**config.mk**
```make
export PLATFORM = sky130hd
export DESIGN_NAME = dpb_project_lane
export DESIGN_NICKNAME = d
export VERILOG_FILES = /design/src/dpb_pkg.sv /design/src/dpb_project_lane.sv
export SDC_FILE = /design/constraint.sdc
export NUM_CORES = 2
export LEC_CHECK = 0
export BUFFER_PORTS_ARGS = -buffer_cell sky130_fd_sc_hd__buf_2
export CORE_MARGIN = 5
export CORE_UTILIZATION = 67
export CTS_BUF_LIST = sky130_fd_sc_hd__clkbuf_4
export DETAILED_ROUTE_END_ITERATION = 8
export HOLD_SLACK_MARGIN = 0.12
export PLACE_DENSITY = 0.83
export SETUP_SLACK_MARGIN = 0.5
export SKIP_CTS_REPAIR_TIMING = 1
export SYNTH_ARGS = -nofsm -noshare
export SYNTH_HDL_FRONTEND = slang
export SYNTH_SLANG_ARGS = --single-unit
```
**constraint.sdc**
```tcl
create_clock -name clk -period 18.9 [get_ports clk]
set_input_delay 0.945 -clock clk [delete_from_list [all_inputs] [get_ports clk]]
set_output_delay 0.945 -clock clk [all_outputs]
set_load 0.05 [all_outputs]
```
**src/dpb_pkg.sv**
```systemverilog
// ----------------------------------------------------------------------------
// dpb_pkg
// Shared types, register codes and constants of the depth back-projection core.
// ----------------------------------------------------------------------------
package dpb_pkg;

  localparam int COORD_BITS_DEF = 12;
  localparam int DEPTH_BITS_DEF = 16;

  localparam int CFG_IDX_W  = 3;
  localparam int CFG_DATA_W = 24;
  localparam int ZW         = 24;
  localparam int INV_W      = 24;
  localparam int CENTER_W   = 16;
  localparam int SPLIT      = 12;
  localparam int PT_W       = 32;
  localparam int COLOR_W    = 8;

  localparam logic [15:0] NEAR_Z = 16'd32768;

  localparam logic [23:0] RST_INV_DEPTH_SCALE = 24'd3355;
  localparam logic [23:0] RST_MAX_DEPTH       = 24'd327680;
  localparam logic [15:0] RST_CENTER_X        = 16'd5112;
  localparam logic [15:0] RST_CENTER_Y        = 16'd3832;
  localparam logic [23:0] RST_INV_FOCAL_X     = 24'd31957;
  localparam logic [23:0] RST_INV_FOCAL_Y     = 24'd31957;

  typedef enum logic [CFG_IDX_W-1:0] {
    CFG_INV_DEPTH_SCALE = 3'd0,
    CFG_MAX_DEPTH       = 3'd1,
    CFG_CENTER_X        = 3'd2,
    CFG_CENTER_Y        = 3'd3,
    CFG_INV_FOCAL_X     = 3'd4,
    CFG_INV_FOCAL_Y     = 3'd5
  } cfg_idx_t;

  typedef struct packed {
    logic [23:0] inv_depth_scale;
    logic [23:0] max_depth;
    logic [15:0] center_x;
    logic [15:0] center_y;
    logic [23:0] inv_focal_x;
    logic [23:0] inv_focal_y;
  } cfg_t;

  typedef struct packed {
    logic en1;
    logic en2;
    logic en3;
    logic en4;
  } pipe_en_t;

endpackage

```
**src/dpb_project_lane.sv**
```systemverilog
// ----------------------------------------------------------------------------
// dpb_project_lane
// Four-stage lateral projection: offset, offset times depth, split product
// with the focal reciprocal, then truncation and signed saturation.
// ----------------------------------------------------------------------------
module dpb_project_lane #(
  parameter int COORD_BITS = dpb_pkg::COORD_BITS_DEF
) (
  input  logic                         clk,
  input  dpb_pkg::pipe_en_t            en,
  input  logic [COORD_BITS-1:0]        coord,
  input  logic [dpb_pkg::CENTER_W-1:0] center,
  input  logic [dpb_pkg::ZW-1:0]       z1,
  input  logic [dpb_pkg::INV_W-1:0]    inv,
  output logic [dpb_pkg::PT_W-1:0]     point
);
  import dpb_pkg::*;

  localparam int POS_W  = COORD_BITS + 4;
  localparam int MAG_W  = (POS_W > CENTER_W) ? POS_W : CENTER_W;
  localparam int DIFF_W = MAG_W + 1;
  localparam int MZ_W   = MAG_W + ZW;
  localparam int HI_W   = MZ_W + SPLIT;
  localparam int SUM_W  = HI_W + 1;
  localparam int Q_W    = SUM_W - 16;

  logic [DIFF_W-1:0] diff;
  logic [MAG_W-1:0]  mag_nxt;
  logic [MAG_W-1:0]  mag_r;
  logic              neg1_r;
  logic [MZ_W-1:0]   mz_r;
  logic              neg2_r;
  logic [HI_W-1:0]   hi_r;
  logic [HI_W-1:0]   lo_r;
  logic              neg3_r;
  logic [SUM_W-1:0]  sum;
  logic [Q_W-1:0]    q;
  logic              big;
  logic [PT_W-1:0]   point_nxt;
  logic [PT_W-1:0]   point_r;

  assign diff    = DIFF_W'({coord, 4'b0000}) - DIFF_W'(center);
  assign mag_nxt = diff[DIFF_W-1] ? MAG_W'(-diff) : diff[MAG_W-1:0];

  assign sum = SUM_W'(hi_r) + SUM_W'(lo_r[HI_W-1:SPLIT]);
  assign q   = sum[SUM_W-1:16];
  assign big = |q[Q_W-1:PT_W-1];

  always_comb begin
    if (neg3_r) begin
      point_nxt = big ? 32'h8000_0000 : (32'd0 - q[PT_W-1:0]);
    end else begin
      point_nxt = big ? 32'h7FFF_FFFF : q[PT_W-1:0];
    end
  end

  always_ff @(posedge clk) begin
    if (en.en1) begin
      mag_r  <= mag_nxt;
      neg1_r <= diff[DIFF_W-1];
    end
    if (en.en2) begin
      mz_r   <= MZ_W'(mag_r) * MZ_W'(z1);
      neg2_r <= neg1_r;
    end
    if (en.en3) begin
      hi_r   <= HI_W'(mz_r) * HI_W'(inv[INV_W-1:SPLIT]);
      lo_r   <= HI_W'(mz_r) * HI_W'(inv[SPLIT-1:0]);
      neg3_r <= neg2_r;
    end
    if (en.en4) begin
      point_r <= point_nxt;
    end
  end

  assign point = point_r;

endmodule
```
======== Word-level counts from Yosys, hierarchy flattened ========
Index checks and enable logic that the tools add are counted.
word-level totals
  output and inout port bits .............. 32
  register bits ........................... 195
  input port bits ......................... 81
  word-level logic and storage cells ...... 20
cells by class
  $mul .................................... 3
  mux-type cells .......................... 4
  add/sub/neg operators ................... 4
  reductions and logical operators ........ 1
operator list
  kind                     count
  $mul A40 B12 Y52         2
  $mux W32                 3
  $add A52 B40 Y53         1
  $mul A16 B24 Y40         1
  $sub A1 B32 Y32 const A  1
  $sub A16 B16 Y17         1
  $mux W16                 1
  $neg A16 Y16             1
  $reduce_or A6 Y1         1

======== Depth between registers and ports, before layout ========
  depth after elaboration ................. 4
  gate-level depth with buffers ........... 26
  gate-level depth less buffers ........... 25

======== Least setup slack after synthesis ========
OpenSTA, ideal clock, no wires.
  kind .................................... input-to-reg
  from .................................... input port z1[14] (netlist bit)
  to ...................................... register mz_r[39], data pin
  required time ........................... 18640 ps
  slack ................................... 12099 ps
  stages .................................. 25
  arrival ................................. 6542 ps
  library setup time ...................... 260 ps
  cell sequence ........................... clkbuf_1 -> nand2_1 -> fa_1 -> inv_1 -> fa_1 -> inv_1 -> fa_1 -> inv_1 -> fa_1 -> fa_1 -> inv_1 -> fa_1 -> inv_1 -> ha_1 -> a21o_1 -> a21o_1 -> a21o_1 -> a21oi_1 -> o21ai_0 -> a21oi_1 -> a21oi_1 -> a211o_1 -> a31o_2 -> a21oi_1 -> xnor2_1
on the way
  longest elaborated chain between the ends .. 1
RTL lines
  element               RTL line                RTL
  start, declared       dpb_project_lane.sv:13  input logic [dpb_pkg::ZW-1:0] z1,
  $mul A16 B24 Y40      dpb_project_lane.sv:63  mz_r <= MZ_W'(mag_r) * MZ_W'(z1);
  end signal, assigned  dpb_project_lane.sv:63
  end, declared         dpb_project_lane.sv:31  logic [MZ_W-1:0] mz_r;
No other way between the ends.
A chain may end at the register's enable or synchronous reset.

======== Worst setup path after layout ========
  from .................................... register mz_r[11]
  to ...................................... register hi_r[51], data pin
on the way
  longest elaborated chain between the ends .. 1
RTL lines
  element               RTL line                RTL
  $mul A40 B12 Y52      dpb_project_lane.sv:67  hi_r <= HI_W'(mz_r) * HI_W'(inv[INV_W-1:SPLIT]);
  end signal, assigned  dpb_project_lane.sv:67
  end, declared         dpb_project_lane.sv:33  logic [HI_W-1:0] hi_r;
No other way between the ends.

==> summary.md <==
| Metric | Value |
|---|---|
| Result of the run | complete, no violations |
| Number of placement rows | 101 |
| Seq/Total Area, Yosys | between 10% and 20% |
| Fill cell instance count of the final layout | 5741 |
| H-tree depth | 4 |
| Final hold vios | 0 |
| Fin Setup TNS | 0 ns |
| Clk slew on worst S/H paths | approximately 0.2 ns |
| Synth-to-layout area growth | 2.38% |
| Worst slew margin | 18.5% |
| Die Area | 81400 um^2 |
| DRC viols | 0 |
| Distinct cell type count of the synthesized netlist | 82 |
| Critical path class | flop to flop |
| Synth top cells by count | sky130_fd_sc_hd__inv_1, sky130_fd_sc_hd__fa_1, sky130_fd_sc_hd__nand2_1 |
| Cell taking the most area after synthesis | sky130_fd_sc_hd__fa_1 |
| Hpwl dp | 94.6 mm |
| Met3 demand-to-capacity share in global routing | 6.92% |
| Most repeated cell in the gate-level netlist after synthesis | sky130_fd_sc_hd__inv_1 |
| Clock root buffer master | sky130_fd_sc_hd__clkbuf_4 |
| Synth async-reset ratio | 0% |
| Slowest-stage cell, CP | sky130_fd_sc_hd__edfxtp_1 |
| Max frequency | around 120 MHz |
| WP data arrival | 8.58 ns |
| Share of the cycle needed by the critical path after routing | 42.6% |
| Max FO, Critical Path | 24 |
| Cell types with the largest area share after synthesis | sky130_fd_sc_hd__fa_1, sky130_fd_sc_hd__edfxtp_1, sky130_fd_sc_hd__inv_1, sky130_fd_sc_hd__ha_1, sky130_fd_sc_hd__nand2_1 |
| Worst R2R End | hi_r[51]$_DFFE_PP_ |
| Met2 usage in global routing | between 50% and 60% |
| Fin crit period | 8.06 ns |
| Core box area | 75600 um^2 |
| Final Instance Count excl. Fillers | 6532 |
| Number of cell instances on the worst register-to-register path | 20 |
| Number of flops mapped to enable cells by yosys | 183 |
| Dominant register cell in the synthesized netlist | sky130_fd_sc_hd__edfxtp_1 |
| Max-cap violations | 0 |
| Critical register-to-register path startpoint | mz_r[11]$_DFFE_PP_ |
| Net Count, Synth | between 7000 and 8000 |
| Yosys warns | 0 |
| Tot GR Track Use | 30.9% |
| Number of placed instances, taps included | 6494 |
| Most common cell type on the critical path | sky130_fd_sc_hd__fa_1 |
| Leftover overflow at the end of global routing | 0 |
| Crit path capture | hi_r[51]$_DFFE_PP_ |
| Detailed Route Iter0 Violations | slightly above 3000 |
| First-pass GRT wire length | ~200 mm |
| Transition time at the pin with the least slew margin | 1.22 ns |
| Routed Wire Length | approximately 120 mm |
| Maximum number of pins on one net before global-route repair | between 70 and 80 |
| Min-delay worst type | input pin to flop |
| Initial Utilization | between 60% and 70% |
| Number of global-route vias before repair | 41600 |
| Port Buffers | 112 |
| Ordered cell list for the critical path | nand2_1 > fa_1 > fa_1 > inv_1 > fa_1 > fa_1 > inv_1 > fa_1 > inv_1 > ha_1 > and3_1 > o2111ai_1 > a2111oi_0 > nor4_1 > o311ai_0 > nand2_1 > o21a_1 > o221a_2 > a31o_2 > xnor2_1 |
| Number of sinks driven by the clock tree | 183 |
| Instance count on the critical path | 20 |
| Routability cong. | 0.906 |
| Max Slew Vio Count | 0 |
| Number of buffers between clock root and the deepest sink | 2 |
| Post-synthesis instance area | between 50000 and 60000 um^2 |
| Die X | roughly 290 um |
| Post-Synthesis Cells | 5662 |
| FF-to-FF setup slack | 10.84 ns |
| Worst stage delay on the critical path | between 1 and 1.5 ns |
| RSZ-0062 raised after global routing | false |
| Synth top area share | 42.0% |
| Vias per cell | 5.88 |
| Antenna violations before repair | 14 |
| Detailed-route via count | 38400 |
| Number of clock buffers inserted by TritonCTS | 17 |
| CP top delay family | adder cells |
| Boundary Pins | about 110 |
| Beginning of the critical path | mz_r[11]$_DFFE_PP_ |
| Endpoint kind of the worst setup timing path | flop |
| Die span in y | 285 um |
| CTS tree | built |
| Crit path required time | 19.43 ns |
| Source-to-sink clock delay at the later pin of the worst-skew pair | roughly 0.78 ns |
| Global routing's busiest layer | met2 |
| Wirelength per Cell | 18.5 um |
| Detailed-routing iteration count for the pre-antenna-repair pass | 6 |
| Startpoint types | flop |
| Buffers & Inverters on Critical Path | 3 |
| Flop and latch count out of synthesis | 183 |
| Global-route met1 utilization | 39.5% |
| Number of nets still failing antenna checks after routing | 0 |
| Final setup vio count | 0 |
| Layout cells sized above 1 | ~3.7% |
| Average footprint of a synthesized cell | about 9.0 um^2 |
| Final net count | 7022 |
| Worst Skew | approximately 0.075 ns |
cells in the final DEF, fill, tap and decap left out, types with 54 or more instances in the layout:
cell,instances
sky130_fd_sc_hd__xnor2_1,106
sky130_fd_sc_hd__ha_1,341
sky130_fd_sc_hd__fa_1,1065
sky130_fd_sc_hd__and2_1,507
sky130_fd_sc_hd__o21ai_0,73
sky130_fd_sc_hd__nand2_1,968
sky130_fd_sc_hd__a21o_1,69
sky130_fd_sc_hd__edfxtp_1,183
sky130_fd_sc_hd__nand3_1,54
sky130_fd_sc_hd__a21oi_1,155
sky130_fd_sc_hd__inv_1,1187
sky130_fd_sc_hd__nor3_1,62
sky130_fd_sc_hd__nor2_1,143
sky130_fd_sc_hd__buf_2,111
how the worst min path moves through the flow:
stage / startpoint / end / slack [ns] / depth (start not counted)
global placement: neg1_r$_DFFE_PP_ / neg2_r$_DFFE_PP_ / 0.50 / 0
finish: center[0] / mag_r[0]$_DFFE_PP_ / 0.43 / 1
floorplan: neg1_r$_DFFE_PP_ / neg2_r$_DFFE_PP_ / 0.40 / 0
global route: center[0] / mag_r[0]$_DFFE_PP_ / 0.38 / 1
CTS: center[0] / mag_r[0]$_DFFE_PP_ / 0.34 / 1
detailed placement: neg1_r$_DFFE_PP_ / neg2_r$_DFFE_PP_ / 0.51 / 0
cell families after synthesis:
group,count (synthesis),share of synthesized area (%)
flops,183,10.8
compound gates,532,7.03
buf+inv,1464,10.8
simple gates,1896,17.8
fa+ha+maj,1406,50.4
xor+xnor,156,2.69
mux,25,0.507
worst register-to-register path, cell delays in order, from the launching register on:
cell and delay (ns):
sky130_fd_sc_hd__edfxtp_1 1.20, sky130_fd_sc_hd__nand2_1 0.22, sky130_fd_sc_hd__fa_1 0.56, sky130_fd_sc_hd__fa_1 0.51
sky130_fd_sc_hd__inv_1 0.05, sky130_fd_sc_hd__fa_1 0.49, sky130_fd_sc_hd__fa_1 0.50, sky130_fd_sc_hd__inv_1 0.05
sky130_fd_sc_hd__fa_1 0.47, sky130_fd_sc_hd__inv_1 0.04, sky130_fd_sc_hd__ha_1 0.35, sky130_fd_sc_hd__and3_1 0.22
sky130_fd_sc_hd__o2111ai_1 0.16, sky130_fd_sc_hd__a2111oi_0 0.99, sky130_fd_sc_hd__nor4_1 0.21, sky130_fd_sc_hd__o311ai_0 0.84
sky130_fd_sc_hd__nand2_1 0.12, sky130_fd_sc_hd__o21a_1 0.27, sky130_fd_sc_hd__o221a_2 0.28, sky130_fd_sc_hd__a31o_2 0.24
sky130_fd_sc_hd__xnor2_1 0.11
metal layers:
metal	vias up	routed length (um)
met3	347	11800
met1	19200	46800
met5	-	101
met4	16	3650
met2	1872	58600
li1	17000	-
sequential cells by signal, summed over array words and instances (netlist names):
register	count
hi_r	52
neg1_r	1
mz_r	40
neg3_r	1
neg2_r	1
point	32
mag_r	16
lo_r	40
area by class of cell:
class / instances / area [um^2] / share of cell area [%]
Tap cell: 978 / 1220 / 2.35
Timing Repair Buffer: 131 / 706 / 1.36
Clock inverter: 14 / 181 / 0.349
Clock buffer: 18 / 135 / 0.260
Antenna cell: 6 / 15.0 / 0.0289
Sequential cell: 183 / 5500 / 10.6
Inverter: 1187 / 4460 / 8.56
Multi-Input combinational cell: 4015 / 39800 / 76.5
metrics by stage:
| step | hold WS, ns | setup WS [ns] | util, % | area [um^2] |
|---|---|---|---|---|
| CTS | 0.345 | 10.95 | 68.8 | 52000 |
| finish | 0.428 | 10.84 | 68.8 | 52000 |
| floorplan | 0.400 | 12.10 | - | 50800 |
| detailed placement | 0.512 | 10.46 | 68.4 | 51700 |
| global route | 0.382 | 10.53 | 68.8 | 52000 |
| global placement | 0.501 | 10.58 | 68.4 | 51700 |
Power is not shown: default switching activity piles up to over one toggle a cycle in this logic, so the estimate is an artifact.
