[config.mk]
export PLATFORM = sky130hd
export DESIGN_NAME = dpb_cfg_regs
export DESIGN_NICKNAME = d
export VERILOG_FILES = /design/src/dpb_pkg.sv /design/src/dpb_cfg_regs.sv
export SDC_FILE = /design/constraint.sdc
export NUM_CORES = 1
export LEC_CHECK = 0
export ABC_CLOCK_PERIOD_IN_PS = 900
export BUFFER_PORTS_ARGS = -buffer_cell sky130_fd_sc_hd__buf_2
export CAP_MARGIN = 20
export CORE_ASPECT_RATIO = 0.75
export CORE_MARGIN = 1
export CORE_UTILIZATION = 47
export CTS_BUF_LIST = sky130_fd_sc_hd__clkbuf_2 sky130_fd_sc_hd__clkbuf_4 sky130_fd_sc_hd__clkbuf_8
export CTS_CLUSTER_DIAMETER = 120
export DETAILED_ROUTE_END_ITERATION = 8
export PLACE_DENSITY_LB_ADDON = 0.05
export SYNTH_ARGS = -nofsm -noshare
export SYNTH_HDL_FRONTEND = slang
export SYNTH_SLANG_ARGS = --single-unit
[constraint.sdc]
create_clock -name clk -period 0.9 [get_ports clk]
set_input_delay 0.09 -clock clk [delete_from_list [all_inputs] [get_ports clk]]
set_output_delay 0.09 -clock clk [all_outputs]
set_load 0.02 [all_outputs]
[src/dpb_pkg.sv]
// ----------------------------------------------------------------------------
// dpb_pkg
// Shared types, register codes and constants of the depth back-projection core.
// ----------------------------------------------------------------------------
package dpb_pkg;

  localparam int COORD_BITS_DEF = 12;
  localparam int DEPTH_BITS_DEF = 16;

  localparam int CFG_IDX_W  = 3;
  localparam int CFG_DATA_W = 24;
  localparam int ZW         = 24;
  localparam int INV_W      = 24;
  localparam int CENTER_W   = 16;
  localparam int SPLIT      = 12;
  localparam int PT_W       = 32;
  localparam int COLOR_W    = 8;

  localparam logic [15:0] NEAR_Z = 16'd32768;

  localparam logic [23:0] RST_INV_DEPTH_SCALE = 24'd3355;
  localparam logic [23:0] RST_MAX_DEPTH       = 24'd327680;
  localparam logic [15:0] RST_CENTER_X        = 16'd5112;
  localparam logic [15:0] RST_CENTER_Y        = 16'd3832;
  localparam logic [23:0] RST_INV_FOCAL_X     = 24'd31957;
  localparam logic [23:0] RST_INV_FOCAL_Y     = 24'd31957;

  typedef enum logic [CFG_IDX_W-1:0] {
    CFG_INV_DEPTH_SCALE = 3'd0,
    CFG_MAX_DEPTH       = 3'd1,
    CFG_CENTER_X        = 3'd2,
    CFG_CENTER_Y        = 3'd3,
    CFG_INV_FOCAL_X     = 3'd4,
    CFG_INV_FOCAL_Y     = 3'd5
  } cfg_idx_t;

  typedef struct packed {
    logic [23:0] inv_depth_scale;
    logic [23:0] max_depth;
    logic [15:0] center_x;
    logic [15:0] center_y;
    logic [23:0] inv_focal_x;
    logic [23:0] inv_focal_y;
  } cfg_t;

  typedef struct packed {
    logic en1;
    logic en2;
    logic en3;
    logic en4;
  } pipe_en_t;

endpackage

[src/dpb_cfg_regs.sv]
// ----------------------------------------------------------------------------
// dpb_cfg_regs
// Camera and depth configuration registers with a plain write port.
// ----------------------------------------------------------------------------
module dpb_cfg_regs (
  input  logic                           clk,
  input  logic                           rst_n,
  input  logic                           cfg_we,
  input  logic [dpb_pkg::CFG_IDX_W-1:0]  cfg_index,
  input  logic [dpb_pkg::CFG_DATA_W-1:0] cfg_data,
  output dpb_pkg::cfg_t                  cfg
);
  import dpb_pkg::*;

  cfg_t cfg_r;
  cfg_t cfg_nxt;

  always_comb begin
    cfg_nxt = cfg_r;
    if (cfg_we) begin
      case (cfg_idx_t'(cfg_index))
        CFG_INV_DEPTH_SCALE: cfg_nxt.inv_depth_scale = cfg_data;
        CFG_MAX_DEPTH:       cfg_nxt.max_depth       = cfg_data;
        CFG_CENTER_X:        cfg_nxt.center_x        = cfg_data[15:0];
        CFG_CENTER_Y:        cfg_nxt.center_y        = cfg_data[15:0];
        CFG_INV_FOCAL_X:     cfg_nxt.inv_focal_x     = cfg_data;
        CFG_INV_FOCAL_Y:     cfg_nxt.inv_focal_y     = cfg_data;
        default:             cfg_nxt = cfg_r;
      endcase
    end
  end

  always_ff @(posedge clk) begin
    if (!rst_n) begin
      cfg_r.inv_depth_scale <= RST_INV_DEPTH_SCALE;
      cfg_r.max_depth       <= RST_MAX_DEPTH;
      cfg_r.center_x        <= RST_CENTER_X;
      cfg_r.center_y        <= RST_CENTER_Y;
      cfg_r.inv_focal_x     <= RST_INV_FOCAL_X;
      cfg_r.inv_focal_y     <= RST_INV_FOCAL_Y;
    end else begin
      cfg_r <= cfg_nxt;
    end
  end

  assign cfg = cfg_r;

endmodule

# Word level (Yosys, flattened, before mapping)
# Cells that the tools add are included.
# word_totals
register_bits	128
in_bits	30
output_inout_bits	128
# op_classes
eq_ne	5
n_reduce_logical	7
# op_table
operator	n
AND reduction 2 bit	6
== test 3 x 2 -> 1 bit, second input constant	2
== test 3 bit, second input constant	2
== test 3 x 1 -> 1 bit, second input constant	1
logical NOT 3 bit	1

# Longest topological paths before layout
# Gate-level depths: netlist of run 1.
# depth
ltp_word	2
ltp_mapped	4
ltp_nobuf	2

# Worst setup path after synthesis of run 1
# OpenSTA, ideal clock, no wires.
# synth_timing
path_kind	input-to-reg
startpoint	input port cfg_index[1] (netlist bit)
endpoint	register cfg_r, in the netlist cfg[119]
arrival_time_ns	0.844
t_required_ns	0.828
slack_ns	-0.015
cell_stages	4
path_cell_list	nor4b_2 buf_4 buf_6 mux2i_1
# synth_via
elab_chain_len	2
# synth_rtl
element	line	rtl
start, declared	dpb_cfg_regs.sv:9	input logic [dpb_pkg::CFG_IDX_W-1:0] cfg_index,
logical NOT 3 bit	dpb_cfg_regs.sv:21	case (cfg_idx_t'(cfg_index))
AND reduction 2 bit (no line)	--	
end signal, assigned	dpb_cfg_regs.sv:42	cfg_r <= cfg_nxt;
end, declared	dpb_cfg_regs.sv:15	cfg_t cfg_r;
# Every way passes these cells.
# A chain may end at the register's enable or synchronous reset.

# Final worst setup path of run 1
# layout_timing
startpoint	register cfg_r, in the netlist cfg[79]
endpoint	output port cfg[79] (netlist bit)
# layout_lines
element	line	rtl
end, declared	dpb_cfg_regs.sv:11	output dpb_pkg::cfg_t cfg
# No word-level cell between the ends.

==> summary.md, run 1 <==
| Metric | Value |
|---|---|
| Num Clock Sinks | 128 |
| Core Util, Final | 81.1% |
| Max incr delay on CP | 0.36 ns |
| Post-synth top area share | 51.9% |
| Element type at the critical path start | flip-flop |
| Yosys cell types | 13 |
| Synthesized area per cell | 10.6 sq um |
| Synth area leaders | dfxtp_1 (52%), mux2i_1 (26%), nand2_1 (8.1%), nor2b_1 (7.9%), buf_2 (1.6%) |
| CTS Root Cell | clkbuf_8 |
| Switching power | 3.02 mW |
| Worst hold stages | 3 |
| Bufs and invs on worst path | 1 |
| Final Hold Fails | 0 |
| WL/cell | 16.7 um |
| Worst Skew | 0 ns |
| Core box area | 0.00993 sq mm |
| Layout cells sized above 1 | 55.1% |
| Synth Area in Compound Gates | 0% |
| Cell Pwr Density | 1610 mW/mm^2 |
| Worst rel slew slack | 80.4% |
| XOR/XNOR Fraction of Synth Area | 0% |
| DR iter-0 viols | 120 |
| Routability Congestion | 0.767 |
| Critical path peak fanout | 2 |
| Fmax | 991 MHz |
| Register Area | 0.00272 sq mm |
| Yosys top cell by area | dfxtp_1 |
| Comb power frac | 10.4% |
| Port Buffers | 157 |
| CP max stage cell | dfxtp_2 |
| Flop and latch count out of synthesis | 128 |
| Net Sw Frac | 23.4% |
| Finish-stage setup viols | 128 |
| First-pass GRT wire length | 21900 um |
| CP arrival | 0.92 ns |
| HPWL Detailed | 8750 um |
| Setup Crit Path Kind | flip-flop to primary output |
| Largest family of logic cells by synthesized area | multiplexers |
| CP Cell Sequence | buf_6 |
| Slew Limit Fails | 0 |
| Internal Power | 9.92 mW |
| Clock latency on the worst-skew pair | 0.42 ns |
| Final setup TNS | -10.06 ns |
| Part of the power in registers | 45.7% |
| Die area | 0.0109 sq mm |
| Reg2Reg Depth | 4 |
| I/O pin count | 158 |
| Total routed wirelength | 14300 um |
| Die Ht | 90.8 um |
| RSZ-0062 raised after global routing | true |
| Synth cell count leaders | dfxtp_1 (128), mux2i_1 (128), nand2_1 (107), nor2b_1 (62), buf_2 (16) |
| Synth Flop Type | dfxtp_1 |
| Final #Nets | 739 |
| CTS tree | yes |
| H-Tree Depth | 4 |
| CP top delay family | flip-flops |
| Clock period minus worst slack | 1.01 ns |
| Clock-pin slew reported for the worst setup and hold paths after clock tree synthesis | 0.07 ns |
| Via-to-Cell Ratio | 4.90 |
| Required time of the critical path | 0.81 ns |
| Gr usage total | 26.1% |
| Antenna Violating Nets Remaining | 0 |
| Starting Density | 49.7% |
| Worst Hold Class | input port to flip-flop |
| Row cnt | 31 |
| Slew at the pin closest to its max-slew limit | 0.290 ns |
| Post-Syn Area | 0.00494 sq mm |
| Cell count after synthesis | 467 |
| Largest register FFs | 128 |
| Cell depth of the worst setup path | 1 |
| Ys Warns | 0 |
| Min setup slack post-route | -0.109 ns |
| DIE WIDTH | 120 um |
| Ys async rst share | 0% |
| DRT Pass-1 Iters | 6 |
| Clock Power Share | 43.9% |
| Final Cycle Share | 112% |
| Area occupied by multi-input gates | 0.00217 sq mm |
| Fraction of the yosys area taken by sequential cells | 51.9% |
| Lkg Pwr | 3.73 nW |
| Initial antenna violation count | 0 |
| Post-synth EDFFs | 0 |
| Total gr overflow | 0 |
| Largest net degree at the start of global routing | 41 |
| Max VDD drop | 0.00125 V |
| Worst Setup End Kind | primary output |
| Total CTS buffers | 17 |
| DR vias | 4186 |
| Failing checks | setup timing |
| Status | finished, violations left |
| Syn-to-layout area delta | 63.2% |
| Max-Cap Viols | 0 |
| Max clock buf depth | 2 |
| Vias in the first global route | 4172 |
| Syn nets | 497 |
| Simple-gate share of the synthesized area | 17.8% |
| FILL cells | 632 |
| Antenna cells | 0 |
| Post-synthesis adder-cell area fraction | 0% |
| Mux contribution to synthesized area | 26.0% |
| Remaining DRCs | 0 |
==> power by group through the flow <==
stage / registers, mW / clock network, mW / logic (mW)
after floorplan: 6.13 / 0 / 0.451
after global placement: 5.98 / 0 / 1.03
after detailed placement: 5.98 / 0 / 1.05
after CTS: 5.90 / 5.72 / 1.29
after global routing: 5.92 / 5.99 / 1.42
final: 5.91 / 5.69 / 1.35
==> final timing paths <==
check | to | slack [ns] | from
max | cfg[79] | -0.11 | cfg[79]
max reg2reg | cfg[122] | 0.02 | cfg[122]
min | cfg[61] | 0.04 | cfg_data[13]
min reg2reg | cfg[123] | 0.46 | cfg[123]
==> cells by family (layout without fill, tap and decap cells) <==
family	after synthesis	in the layout
buf+inv	34	289
flops	128	128
mux	128	128
simple gates	177	177
==> layout make-up <==
class | instances | share of cell area, %
Multi-Input combinational cell | 305 | 27.0
Timing Repair Buffer | 257 | 31.4
Sequential cell | 128 | 33.8
Clock buffer | 23 | 3.85
Clock inverter | 9 | 1.89
Tap cell | 132 | 2.05
==> metrics by stage <==
stage                     power [mW]  hold WS, ns  cells  area [sq um]  setup slack (ns)
after floorplan                 6.58        0.232    467          4960           0.00868
after global placement          7.01        0.358    754          6070            -0.202
after detailed placement        7.03        0.369    754          6070            -0.266
after CTS                       12.9      0.00576    826          7840            -0.125
after global routing            13.3       0.0434    854          8060            -0.140
final                           12.9       0.0415    854          8060            -0.109
==> placed cells by master (no fill, tap or decap), types with 11 or more instances in the layout <==
cell / n
buf_6: 128
dlygate4sd3_1: 22
buf_4: 68
buf_12: 11
buf_2: 28
dfxtp_2: 128
mux2i_1: 128
nand2_1: 107
clkbuf_8: 22
nor2b_1: 62
==> per-layer routing <==
metal | vias to the layer above | wire, um | track usage [%]
li1 | 2032 | - | -
met1 | 2014 | 6410 | 32.6
met2 | 117 | 6920 | 43.2
met3 | 23 | 713 | 7.70
met4 | 0 | 248 | 8.02
met5 | - | 0 | 0
==> timing repair <==
item | in CTS | in global routing
hold endpoints to repair | 64 | 1
hold buffers | 21 | 1
buffers inserted | 19 | 27
cloned | 0 | 0
setup endpoints to repair | 128 | 128
gates resized for setup | 384 | 0
Power figures use the tool's default switching activity.
==> inputs of run 2 (changes only) <==
--- a/config.mk
+++ b/config.mk
@@ -15,4 +15,5 @@
 export CTS_CLUSTER_DIAMETER = 120
 export DETAILED_ROUTE_END_ITERATION = 8
+export HOLD_SLACK_MARGIN = 0.06
 export PLACE_DENSITY_LB_ADDON = 0.05
 export SYNTH_ARGS = -nofsm -noshare
==> constraint.sdc (replaced) <==
create_clock -name clk -period 0.9 [get_ports clk]
set_input_delay 0.09 -clock clk [delete_from_list [all_inputs] [get_ports clk]]
set_output_delay 0.09 -clock clk [all_outputs]
set_load 0.005 [all_outputs]
==> summary.md, run 2 (synthesis gave the netlist of run 1 again) <==
| Metric | Value |
|---|---|
| Core box area | 0.00993 sq mm |
| Port Buffers | 157 |
| Layout cells sized above 1 | 53.7% |
| Slew at the pin closest to its max-slew limit | 0.295 ns |
| CP arrival | 0.90 ns |
| Highest-count cells in the layout ignoring fill and taps | mux2i_1 (128), dfxtp_2 (128), buf_2 (109) |
| Reg2Reg Depth | 3 |
| DRT Pass-1 Iters | 4 |
| Total CTS buffers | 17 |
| Syn-to-layout area delta | 49.9% |
| Vias in the first global route | 3915 |
| Setup Crit Path Kind | flip-flop to primary output |
| Max-Cap Viols | 0 |
| Worst rel slew slack | 80.1% |
| Initial antenna violation count | 0 |
| WL/cell | 15.7 um |
| Antenna Violating Nets Remaining | 0 |
| Antenna cells | 0 |
| Hold wc startpoint | cfg_data[15] |
| Final #Nets | 719 |
| Lkg Pwr | 3.47 nW |
| Area post-placement | 0.00607 sq mm |
| Reg-to-reg endpoint | cfg[105] |
| Largest net degree at the start of global routing | 41 |
| Clock period minus worst slack | 0.985 ns |
| Total routed wirelength | 13100 um |
| Finished Layout Cells | 834 |
| RSZ-0062 raised after global routing | true |
| Finish-stage setup viols | 128 |
| Gr usage total | 24.2% |
| Cell Pwr Density | 1700 mW/mm^2 |
| Critical path peak fanout | 2 |
| Bufs and invs on worst path | 1 |
| Worst hold stages | 3 |
| CP top delay family | flip-flops |
| Design Area, Final | 0.00740 sq mm |
| Max incr delay on CP | 0.35 ns |
| Via-to-Cell Ratio | 4.84 |
| H-Tree Depth | 4 |
| Slew Limit Fails | 0 |
| Element type at the critical path start | flip-flop |
| CTS tree | yes |
| CTS Root Cell | clkbuf_8 |
| First-pass GRT wire length | 20200 um |
| CP Cell Sequence | buf_2 |
| Final Cycle Share | 109% |
| DR iter-0 viols | 152 |
| Num Clock Sinks | 128 |
| FILL cells | 744 |
| Routability Congestion | 0.767 |
| Total gr overflow | 0 |
| Status | finished, violations left |
| Max clock buf depth | 2 |
| Die area | 0.0109 sq mm |
| Min setup slack post-route | -0.0852 ns |
| Worst Setup End Kind | primary output |
| Hold worst-path end | cfg[39] |
| Fmax | 1020 MHz |
| Clock-pin slew reported for the worst setup and hold paths after clock tree synthesis | 0.07 ns |
| Row cnt | 31 |
| HPWL Detailed | 8750 um |
| Required time of the critical path | 0.81 ns |
| Final Hold Fails | 0 |
| CP max stage cell | dfxtp_2 |
| Largest register FFs | 128 |
| DIE WIDTH | 120 um |
| Inst Count DP | 754 |
| Die Ht | 90.8 um |
| I/O pin count | 158 |
| Worst reg2reg path startpoint | cfg[105] |
| Starting Density | 49.7% |
| Remaining DRCs | 0 |
| Failing checks | setup timing |
| Clock latency on the worst-skew pair | 0.42 ns |
| Worst Skew | 0 ns |
| Max VDD drop | 0.00116 V |
| Worst Hold Class | input port to flip-flop |
| R2R Setup Slk | 0.14 ns |
| DR vias | 4039 |
[run 2: cell types whose count changed in the layout (fill, tap and decap cells not counted)]
cell and change:
buf_2 +81, buf_4 -21, buf_6 -81, dlygate4sd3_1 +1
[run 2: worst max-delay path by stage]
stage | startpoint | end | slack, ns | cells past startpoint
2_1_floorplan | cfg_index[1] | cfg[119] | 0.009 | 4
3_3_place_gp | cfg_index[1] | cfg[124] | -0.20 | 4
3_5_place_dp | cfg_index[1] | cfg[104] | -0.27 | 4
4_1_cts | cfg[79] | cfg[79] | -0.11 | 1
5_1_grt | cfg[89] | cfg[89] | -0.12 | 1
6_report | cfg[89] | cfg[89] | -0.09 | 1
[run 2: what timing repair did]
action / CTS / global route
buffers inserted: 12 / 13
endpoints found under the hold margin: 96 / 0
gates resized for setup: 149 / 26
hold buffers: 23 / 0
setup endpoints to repair: 128 / 128
[run 2: routing by layer]
layer	track usage (%)	vias up	wire length [um]
li1	-	1989	-
met1	31.9	1919	6170
met2	38.2	116	6060
met3	7.07	15	752
met4	7.00	0	133
met5	0	-	0
[run 2: final cells by class]
cell class	instances	area, sq um	area share, %
timing repair buffer	237	1880	25.4
clock buffer	23	310	4.19
sequential	128	2720	36.8
multi-input combinational	305	2170	29.3
clock inverter	9	153	2.06
tap	132	165	2.23
[run 2: per-stage QoR]
step | setup TNS (ns) | utilization, % | total power, mW | hold slack [ns] | setup WS, ns
floorplan | 0 | - | 6.44 | 0.232 | 0.00868
global placement | -16.71 | 61.1 | 6.86 | 0.358 | -0.202
detailed placement | -19.05 | 61.1 | 6.88 | 0.369 | -0.266
CTS | -10.27 | 72.1 | 12.6 | 0.0762 | -0.109
global route | -11.85 | 74.5 | 13.0 | 0.115 | -0.119
finish | -7.46 | 74.5 | 12.6 | 0.0895 | -0.0852
[run 2: where the power goes]
part	switching (mW)	leakage, nW	total (mW)	internal, mW
clock	2.23	0.228	5.65	3.41
combinational	0.490	2.19	1.07	0.579
sequential	0.0783	1.06	5.89	5.81
